[src/mrt_ram.sv]
// Generic single-port-write RAM with registered read.
// No package dependencies.
module mrt_ram #(
   parameter int Width = 8,
   parameter int Depth = 16
) (
   input  logic                     clock,
   input  logic                     wr_en,
   input  logic [$clog2(Depth)-1:0] wr_addr,
   input  logic [Width-1:0]         wr_data,
   input  logic [$clog2(Depth)-1:0] rd_addr,
   output logic [Width-1:0]         rd_data
);
   logic [Width-1:0] mem_ff [Depth];

   always_ff @(posedge clock) begin
      if (wr_en) begin
         mem_ff[wr_addr] <= wr_data;
      end
      rd_data <= mem_ff[rd_addr];
   end
endmodule

[config.mk]
export PLATFORM = sky130hd
export DESIGN_NAME = mrt_ram
export DESIGN_NICKNAME = d
export VERILOG_FILES = /design/src/mrt_ram.sv
export SDC_FILE = /design/constraint.sdc
export NUM_CORES = 1
export LEC_CHECK = 0
export BUFFER_PORTS_ARGS = -buffer_cell sky130_fd_sc_hd__buf_2
export CORE_UTILIZATION = 30
export CTS_CLUSTER_SIZE = 14
export DETAILED_ROUTE_END_ITERATION = 10
export GPL_TIMING_DRIVEN = 1
export PLACE_DENSITY_LB_ADDON = 0.12
export SLEW_MARGIN = 20
export SYNTH_ARGS = -nofsm -noshare
export SYNTH_HDL_FRONTEND = slang
export SYNTH_SLANG_ARGS = --single-unit
[constraint.sdc]
create_clock -name clock -period 2.46 [get_ports clock]
set_input_delay 0.246 -clock clock [delete_from_list [all_inputs] [get_ports clock]]
set_output_delay 0.246 -clock clock [all_outputs]
set_load 0.05 [all_outputs]
==> results.md, run 1 <==
* Status: finished, final reports clean
* Post-CTS Setup Repair Bufs at 0
* Mapped Nets at 247
* Clk buf depth at 2
* Setup TNS at 0 ps
* GR Overflow Total at 0
* Synth Area in XOR/XNOR at 0%
* Remaining DRCs at 0
* Crit path cell chain: buf_2 -> buf_4 -> buf_4 -> mux4_1 -> a22oi_1 -> nand2_1
* Drt total wl at 10,900 um
* CP required at 2750 ps
* Synth area leader: edfxtp_1
* Simple-gate share of the synthesized area at 3.18%
* Reg2reg start: mem_ff[1][5]
* Post-synthesis adder-cell area fraction at 0%
* Clk_lat worst skew at 410 ps
* Share of layout cells above drive strength 1 at 30.8%
* Net Sw Frac at 20.3%
* R2R Setup Slk at 1010 ps
* Combinational share of power at 5.7%
* Maximum clock rate at 664 MHz
* Vias in the first global route at 2,577
* Synth top area cells: edfxtp_1 75%, mux4_2 7.9%, mux4_1 7.1%
* Placer Congestion at 0.684
* FF+latch count, synth at 136
* Largest net degree at the start of global routing at 33
* Post-synthesis mux area share at 15.0%
* PwrDens at 842 nW/um^2
* Max incr delay on CP at 540 ps
* Largest family of logic cells by synthesized area: multiplexers
* PortBufs at 25
* Internal power at 4160 uW
* Routed Antenna Nets at 0
* Worst-Margin Slew at 468 ps
* Gate count after technology mapping at 229
* Final net count at 305
* Initial antenna violation count at 0
* Post-synth design cell area at 5150 um^2
* VDD IR max at 0.524 mV
* TritonCTS buffer count at 17
* Crit path from: rd_addr[0]
* Final hold viol count at 0
* Hpwl dp at 7000 um
* Crit. End Element: register
* Hold crit path type: primary input to register
* DRT iter0 DRCs at 162
* Clock power share at 44.2%
* Post-CTS Hold Buffers at 0
* Yosys cell types at 19
* CP Capture Point: rd_data[1]
* Root Buffer Master: clkbuf_16
* Fraction of the mapped netlist area in compound gates at 2.33%
* Clock skew at 5.61 ps
* Post-synth top area share at 74.7%
* Pleak at 0.00209 uW
* Die height at 133 um
* Row cnt at 47
* Crit-path slowest cell: mux4_1
* Critical path class: primary input to register
* Placeable core area at 16,600 um^2
* Sequential power share at 50.0%
* CTS Sinks at 136
* Horiz. Die Dim at 133 um
* Iteration count of the initial detailed-routing pass at 4
* Arrival time worst endpoint at 1800 ps
* Vias at 2,412
* N_diodes at 0
* Post-CTS Resized at 0
* Post-synthesis average cell area at 22.5 um^2
* Most used cell, CP: buf_4
* Reg-to-reg critical path endpoint: rd_data[5]
* Post-DR wirelength/cell at 21.0 um
* Vias/cell at 4.65
* RSZ-0062 raised after global routing: no
* Io pins at 26
* CTS tree: built
* Area Overhead vs Synth at 20.3%
* Overall Global Routing Usage at 13.4%
* Commonest non-fill, non-tap cell in the layout: edfxtp_1
* Die ar. at 17,700 um^2
* Sequential-to-total area share from yosys stat at 77.8%
* Switching power total at 1060 uW
* # setup viols final at 0
* Non-Filler Instances at 519
* Initial Util at 30.9%
* Worst-path clk slew at 50 ps
* Power, Total at 5220 uW
* First-pass GRT wire length at 16,200 um
* Synth warn at 0
* Inst Count DP at 488
* CP max FO at 11
* Slew Viols, Final at 0
* Cell count of the worst reg-to-reg path at 3
* CTS H-tree lvls at 4
* Final cycle utilization of the critical path at 61.2%
* Max Cap Violations at 0
* Most frequent cells in the layout: 128 x edfxtp_1, 25 x buf_2, 23 x buf_4
* Slew HR at 68.8%
* Worst Setup Start Kind: primary input
* Min cycle time layout at 1510 ps
## final cells by class
type                    count  area, um^2
clock buffers              27         493
clock inverters             4        45.0
fillers                  1511       10500
multi-input cells          83        1060
flip-flops and latches    136        4000
well taps                 220         275
repair buffers             49         318
## how the worst min path moves through the flow
stage	startpoint	end	slack, ps	cells past startpoint
after floorplan	wr_data[0]	mem_ff[0][0]	340	0
after global placement	wr_data[5]	mem_ff[0][5]	650	1
after detailed placement	wr_data[7]	mem_ff[4][7]	660	1
after CTS	wr_data[7]	mem_ff[6][7]	220	1
after global routing	wr_data[0]	mem_ff[6][0]	220	1
final	wr_data[2]	mem_ff[14][2]	230	1
## flip-flops by register name (all words and copies together) (netlist names)
register,count
mem_ff,128
rd_data,8
## synthesized netlist by cell type
library cell	number
and2b_1	1
nand2_1	9
buf_4	1
mux4_1	14
nor3_1	4
dfxtp_1	8
and2_1	1
nand3_1	1
nand2b_1	2
nand3b_1	2
a22oi_1	16
edfxtp_1	128
nor2b_1	1
buf_6	3
clkdlybuf4s25_2	3
or3b_2	1
buf_2	3
mux4_2	18
nor2_1	13
## layer usage
metal / vias up / global-route usage, % / part of all wire, %
met4: 0 / 5.75 / 1.2
met2: 41 / 20.4 / 48
li1: 1086 / - / -
met3: 13 / 3.37 / 3.2
met1: 1272 / 18.1 / 47
met5: - / 0 / 0
## worst max-delay path: cells and delay by family
| family | cells | cell delay [ps] |
|---|---|---|
| simple gates | 1 | 60 |
| compound gates | 1 | 190 |
| mux | 1 | 540 |
| buf+inv | 3 | 750 |
## power groups by stage
stage | clock, uW | combinational [uW] | sequential (uW)
after floorplan | 0 | 131 | 2700
after global placement | 0 | 307 | 2660
after detailed placement | 0 | 307 | 2660
after CTS | 2360 | 307 | 2610
after global routing | 2460 | 323 | 2610
final | 2310 | 299 | 2610
## per-stage QoR
| step | util [%] | hold WS [ps] | setup WS, ps | instance area (um^2) |
|---|---|---|---|---|
| final | 37.2 | 226 | 955 | 6190 |
| after global routing | 37.2 | 215 | 852 | 6190 |
| after CTS | 37.2 | 217 | 916 | 6190 |
| after detailed placement | 34.0 | 657 | 474 | 5650 |
| after global placement | 34.0 | 647 | 463 | 5650 |
| after floorplan | - | 345 | 721 | 5150 |
## kinds of logic (layout without fill, tap and decap cells)
logic type	Yosys count	in the layout
flops	136	136
simple gates	35	35
mux	32	32
compound gates	16	16
buf+inv	10	80
Power figures use the tool's default switching activity.
==> inputs of run 2 (changes only) <==
==> constraint.sdc (replaced) <==
create_clock -name clock -period 1.55 [get_ports clock]
set_input_delay 0.155 -clock clock [delete_from_list [all_inputs] [get_ports clock]]
set_output_delay 0.155 -clock clock [all_outputs]
set_load 0.05 [all_outputs]
==> run 2 against run 1 <==
Clock-buffer cell count down 6. Hold slack worse by 97 ps. First-iteration DRC count down 16%. Clock skew up 1.9 ps. Design area up 1.1%. Sequential power up 58%. Routed wire length down 3.1%. Global-route usage down 0.41 points. Non-clock buffer count down 2. Largest power group unchanged. Highest routed layer unchanged.
==> results.md, run 2 (synthesis gave the netlist of run 1 again) <==
* Status: finished, final reports clean
* Arrival time worst endpoint at 1660 ps (-140 ps)
* RSZ-0062 raised after global routing: no
* Most frequent cells in the layout: 128 x edfxtp_1, 25 x buf_2, 19 x buf_4
* Setup slack at placement at -97.1 ps (-571 ps)
* Row cnt at 47 (unchanged)
* Hold crit path type: primary input to register
* Slew Viols, Final at 0 (unchanged)
* Max FFs per register at 128 (unchanged)
* First-pass GRT wire length at 15,700 um (-3.3%)
* Crit-path slowest cell: mux4_1
* Placed instance area at 5670 um^2 (+0.27%)
* Setup ws final at 185 ps (-770 ps)
* Crit. End Element: register
* Critical path class: register to register
* CP max FO at 1 (-10)
* DRT iter0 DRCs at 136 (-16%)
* Largest reg by FF count: mem_ff
* Commonest non-fill, non-tap cell in the layout: edfxtp_1
* Share of layout cells above drive strength 1 at 31.9% (+1.1 points)
* Final cycle utilization of the critical path at 88.1%
* # setup viols final at 0 (unchanged)
* Placeable core area at 16,600 um^2 (unchanged)
* Initial Util at 30.9% (unchanged)
* Maximum clock rate at 733 MHz
* Top Registers: mem_ff x128, rd_data x8
* Slew HR at 43.3% (-25 points)
* Worst Setup Start Kind: register
* Final hold viol count at 0 (unchanged)
* Post-CTS Resized at 0 (unchanged)
* VDD IR max at 0.763 mV (+46%)
* Remaining DRCs at 0 (unchanged)
* Vias in the first global route at 2,389 (-7.3%)
* Pleak at 0.00210 uW (+0.60%)
* Reg area at 4000 um^2 (unchanged)
* Root Buffer Master: clkbuf_16
* Clk buf depth at 2 (unchanged)
* Placer Congestion at 0.674 (-1.5%)
* Top Family by Delay on Critical Path: multiplexers
* Io pins at 26 (unchanged)
* PortBufs at 25 (unchanged)
* Vias at 2,415 (+0.12%)
* Min cycle time layout at 1370 ps
* Horiz. Die Dim at 133 um (unchanged)
* Largest net degree at the start of global routing at 33 (unchanged)
* Area Overhead vs Synth at 21.6%
* CTS tree: built
* Setup TNS at 0 ps (unchanged)
* Clock skew at 7.51 ps (+1.90 ps)
* CTS Sinks at 136 (unchanged)
* CTS H-tree lvls at 4 (unchanged)
* Max Cap Violations at 0 (unchanged)
* Crit path cell chain: mux4_1 -> a22oi_1 -> nand2_1
* Post-CTS Setup Repair Bufs at 0 (unchanged)
* Final net count at 303 (-0.66%)
* Die height at 133 um (unchanged)
* Worst-path clk slew at 60 ps (about the same)
* Worst-Margin Slew at 847 ps (+379 ps)
* Routed Antenna Nets at 0 (unchanged)
* Vias/cell at 4.66 (+0.32%)
* Max incr delay on CP at 500 ps (-40 ps)
* Fillers at 1,497 (-0.93%)
* Iteration count of the initial detailed-routing pass at 4 (unchanged)
* Die ar. at 17,700 um^2 (unchanged)
* Initial antenna violation count at 0 (unchanged)
* PwrDens at 1370 nW/um^2 (+63%)
* Hpwl dp at 6940 um (-0.92%)
* TritonCTS buffer count at 17 (unchanged)
* CP required at 1850 ps (-900 ps)
* Post-CTS Hold Buffers at 0 (unchanged)
* Post-DR wirelength/cell at 20.3 um (-3.0%)
* WP buf/inv at 0 (-3)
* N_diodes at 0 (unchanged)
* GR Overflow Total at 0 (unchanged)
* Clk_lat worst skew at 410 ps (about the same)
* Drt total wl at 10,500 um (-3.1%)
* Overall Global Routing Usage at 13.0% (-0.41 points)
* Post-Layout Inst Area at 6260 um^2 (+1.1%)
* Area of the multi-input gates at 1060 um^2 (+0.47%)
[run 2: changes by cell type in the layout (fill, tap and decap cells not counted), sizes merged]
cell,previous run,this run
inv,0,1
clkbuf,27,21
clkinv,3,4
clkinvlp,0,3
bufinv,1,3
buf,49,47
[run 2: metal layers]
layer | vias to the layer above | global-route usage [%] | wire [um]
met5 | - | 0 | 0
met1 | 1235 | 17.4 | 4880
met4 | 0 | 5.94 | 168
met2 | 77 | 19.7 | 4960
li1 | 1088 | - | -
met3 | 15 | 3.33 | 522
[run 2: through the flow]
stage	power (uW)	hold WS (ps)	instances	util, %
after global routing	8850	122	518	37.6
after CTS	8680	114	518	37.6
after global placement	4700	547	486	34.1
after detailed placement	4700	550	486	34.1
final	8590	129	518	37.6
after floorplan	4500	254	229	-
[run 2: final cells by class]
class                      count  area share (%)
clock buffer                  21            7.04
clock inverter                11            2.38
multi-input combinational     83            17.0
sequential                   136            64.0
tap                          220            4.40
timing repair buffer          47            5.24
[run 2: final timing paths]
path | startpoint | endpoint | slack, ps | depth (start not counted)
worst max-delay path | mem_ff[1][1] | rd_data[1] | 180 | 3
worst min-delay path | wr_data[2] | mem_ff[9][2] | 130 | 1
worst max register to register | mem_ff[1][1] | rd_data[1] | 180 | 3
worst min register to register | mem_ff[8][3] | rd_data[3] | 660 | 3
[run 2: where the power goes]
group	switching [uW]	internal, uW
registers	21.9	4110
logic	307	174
clock network	1440	2530
total	1770	6820
==> inputs of run 3 (changes only) <==
--- a/config.mk
+++ b/config.mk
@@ -5,12 +5,13 @@
 export SDC_FILE = /design/constraint.sdc
 export NUM_CORES = 1
 export LEC_CHECK = 0
+export ABC_AREA = 1
 export BUFFER_PORTS_ARGS = -buffer_cell sky130_fd_sc_hd__buf_2
 export CORE_UTILIZATION = 30
 export CTS_CLUSTER_SIZE = 14
 export DETAILED_ROUTE_END_ITERATION = 10
 export GPL_TIMING_DRIVEN = 1
-export PLACE_DENSITY_LB_ADDON = 0.12
+export PLACE_DENSITY = 0.45
 export SLEW_MARGIN = 20
 export SYNTH_ARGS = -nofsm -noshare
 export SYNTH_HDL_FRONTEND = slang
==> run 3 against run 2 <==
Die area is 12% higher. Area after synthesis is 12% higher. Clock-buffer cell count is 3 higher. Synthesized cell count is 140% higher. Design area is 9.7% higher. Fmax is 11% higher.
==> results.md, run 3 <==
* Status: finished, final reports clean
* CP required at 1390 ps (-460 ps)
* Gate count after technology mapping at 551 (+140%)
* Post-synth design cell area at 5770 um^2 (+12%)
* VDD IR max at 0.710 mV (-7.0%)
* Initial antenna violation count at 0 (unchanged)
* Setup TNS at 0 ps (unchanged)
* Post-DR wirelength/cell at 16.4 um (-19%)
* Post-synth top area share at 66.7% (-8.0 points)
* Sequential-to-total area share from yosys stat at 69.4% (-8.4 points)
* Crit path cell chain: buf_2
* Crit-path slowest cell: dfxtp_1
* Vias at 3,776 (+56%)
* Routed Antenna Nets at 0 (unchanged)
* Final net count at 612 (+100%)
* Area of the multi-input gates at 1210 um^2 (+14%)
* First-pass GRT wire length at 21,500 um (+37%)
* R2R Setup Slk at 450 ps (+270 ps)
* Share of layout cells above drive strength 1 at 12.9% (-19 points)
* Pleak at 0.00296 uW (+41%)
* Overall Global Routing Usage at 15.1% (+2.2 points)
* Hold crit path type: primary input to register
* Worst-path clk slew at 60 ps (about the same)
* Cell count of the worst reg-to-reg path at 6 (+3)
* Row cnt at 50 (+6.4%)
* Io pins at 26 (unchanged)
* PwrDens at 1310 nW/um^2 (-4.6%)
* CTS H-tree lvls at 4 (unchanged)
* Worst hold path cell count at 3 (+2)
* Final Util at 36.6% (-1.0 points)
* Max incr delay on CP at 370 ps (-130 ps)
* Reg area at 4000 um^2 (unchanged)
* RSZ-0062 raised after global routing: no
* Yosys cell types at 12 (-7)
* GR Overflow Total at 0 (unchanged)
* Iteration count of the initial detailed-routing pass at 7 (+3)
* Ys flop type: edfxtp_1
* WP buf/inv at 1 (+1)
* Max FFs per register at 128 (unchanged)
* Reg-to-reg critical path endpoint: rd_data[5]
* Maximum clock rate at 813 MHz (+11%)
* CTS tree: built
* N_diodes at 0 (unchanged)
* FF+latch count, synth at 136 (unchanged)
* Root Buffer Master: clkbuf_16
* Reg2reg start: mem_ff[5][5]
* Synth async-reset ratio at 0% (unchanged)
* Post-CTS Hold Buffers at 0 (unchanged)
* Placeable core area at 18,800 um^2 (+13%)
* Placer Congestion at 0.819 (+22%)
* Fillers at 1,854 (+24%)
* Drt total wl at 13,800 um (+31%)
* TritonCTS buffer count at 17 (unchanged)
* Worst Setup Start Kind: register
* Slew Viols, Final at 0 (unchanged)
* Power, Total at 8990 uW (+4.7%)
* Vias in the first global route at 3,728 (+56%)
* Hold Path Sink: rd_data[5]
* Largest reg by FF count: mem_ff
* Die ar. at 19,800 um^2 (+12%)
* Final hold viol count at 0 (unchanged)
* Critical path class: register to output port
* Mapped Nets at 569 (+130%)
* Largest net degree at the start of global routing at 33 (unchanged)
* Max Cap Violations at 0 (unchanged)
* DRT iter0 DRCs at 341 (+150%)
* Post-CTS Setup Repair Bufs at 0 (unchanged)
* Commonest non-fill, non-tap cell in the layout: nand2_1
* CTS Sinks at 136 (unchanged)
* Remaining DRCs at 0 (unchanged)
* Top-count cell post-synth: nand2_1
* Most frequent cells after synthesis: 173 x nand2_1, 128 x edfxtp_1, 100 x inv_1
* Die height at 141 um (+5.8%)
* Slew HR at 53.4% (+10 points)
* PortBufs at 25 (unchanged)
* Top Registers: mem_ff x128, rd_data x8
* Post-synthesis average cell area at 10.5 um^2 (-53%)
* Horiz. Die Dim at 141 um (+5.8%)
* Clk_lat worst skew at 420 ps (about the same)
* Most frequent cells in the layout: 173 x nand2_1, 128 x edfxtp_1, 100 x inv_1
* CP max FO at 1 (unchanged)
* Crit. End Element: output port
* Post-synth EDFFs at 128 (unchanged)
* Arrival time worst endpoint at 1080 ps (-580 ps)
* Hold wc startpoint: rd_addr[3]
* Vias/cell at 4.49 (-3.7%)
* Worst-Margin Slew at 698 ps (-149 ps)
* Synth warn at 0 (unchanged)
* Synth area leader: edfxtp_1
* Clock skew at 6.05 ps (-1.46 ps)
* Final cycle utilization of the critical path at 79.4% (-8.7 points)
* Initial Util at 30.7% (-0.20 points)
* Synth top area cells: edfxtp_1 67%, nand2_1 11%, nand3_1 8.4%
* Area Overhead vs Synth at 19.1%
* Clk buf depth at 2 (unchanged)
* Hpwl dp at 8540 um (+23%)
* Top Family by Delay on Critical Path: flip-flops
* # setup viols final at 0 (unchanged)
* Post-CTS Resized at 0 (unchanged)
* Min cycle time layout at 1230 ps (-135 ps)
## run 3: cell count changes in the layout (fill, tap and decap cells not counted), moves of 14 or more
cell / previous run / this run
nand2_1: 9 / 173
inv_1: 0 / 100
nand3_1: 1 / 97
mux4_2: 18 / 0
a22oi_1: 16 / 0
mux4_1: 14 / 0
## run 3: kinds of logic (layout without fill, tap and decap cells)
| family | count (synthesis) | in the layout | synth area share [%] |
|---|---|---|---|
| buffers and inverters | 126 | 182 | 9.52 |
| AND/OR/NAND/NOR | 289 | 289 | 21.0 |
| flip-flops | 136 | 136 | 69.4 |
## run 3: worst register-to-register path, stage by stage (launching register included)
cell and delay, ps:
edfxtp_1 350, inv_1 60, nand2_1 40, nand3_1 100, nand3_1 140, nand3_1 220
nand2_1 80
## run 3: worst max path at each step
stage,start,endpoint,cells past startpoint
finish,rd_data[4],rd_data[4],1
global route,rd_data[4],rd_data[4],1
CTS,rd_data[4],rd_data[4],1
detailed placement,rd_addr[1],rd_data[5],6
global placement,rd_addr[1],rd_data[0],6
floorplan,wr_addr[2],mem_ff[10][0],2
## run 3: through the flow
step | hold slack, ps | setup WS (ps) | instances | instance area (um^2)
after detailed placement | 541 | 107 | 809 | 6240
after floorplan | 254 | 444 | 551 | 5770
final | 120 | 320 | 841 | 6870
after global placement | 539 | 128 | 809 | 6240
after global routing | 126 | 311 | 841 | 6870
after CTS | 91.6 | 299 | 841 | 6870
## run 3: power breakdown
| part | total, uW | internal (uW) | switching (uW) |
|---|---|---|---|
| Combinational | 605 | 160 | 445 |
| Clock | 4250 | 2810 | 1430 |
| Sequential | 4140 | 4110 | 25.9 |
## run 3: routing by layer
metal	up-vias	share of wire, %	wire [um]	global-route usage [%]
li1	1858	-	-	-
met3	25	2.8	390	2.62
met5	-	0	0	0
met4	0	3.0	410	7.95
met1	1819	47	6520	20.0
met2	74	47	6490	23.8
## run 3: final cells by class
class / instances / area share (%)
sequential: 136 / 58.3
multi-input combinational: 289 / 17.7
clock buffer: 24 / 7.02
inverter: 102 / 5.58
timing repair buffer: 48 / 5.07
tap: 234 / 4.26
clock inverter: 8 / 2.10
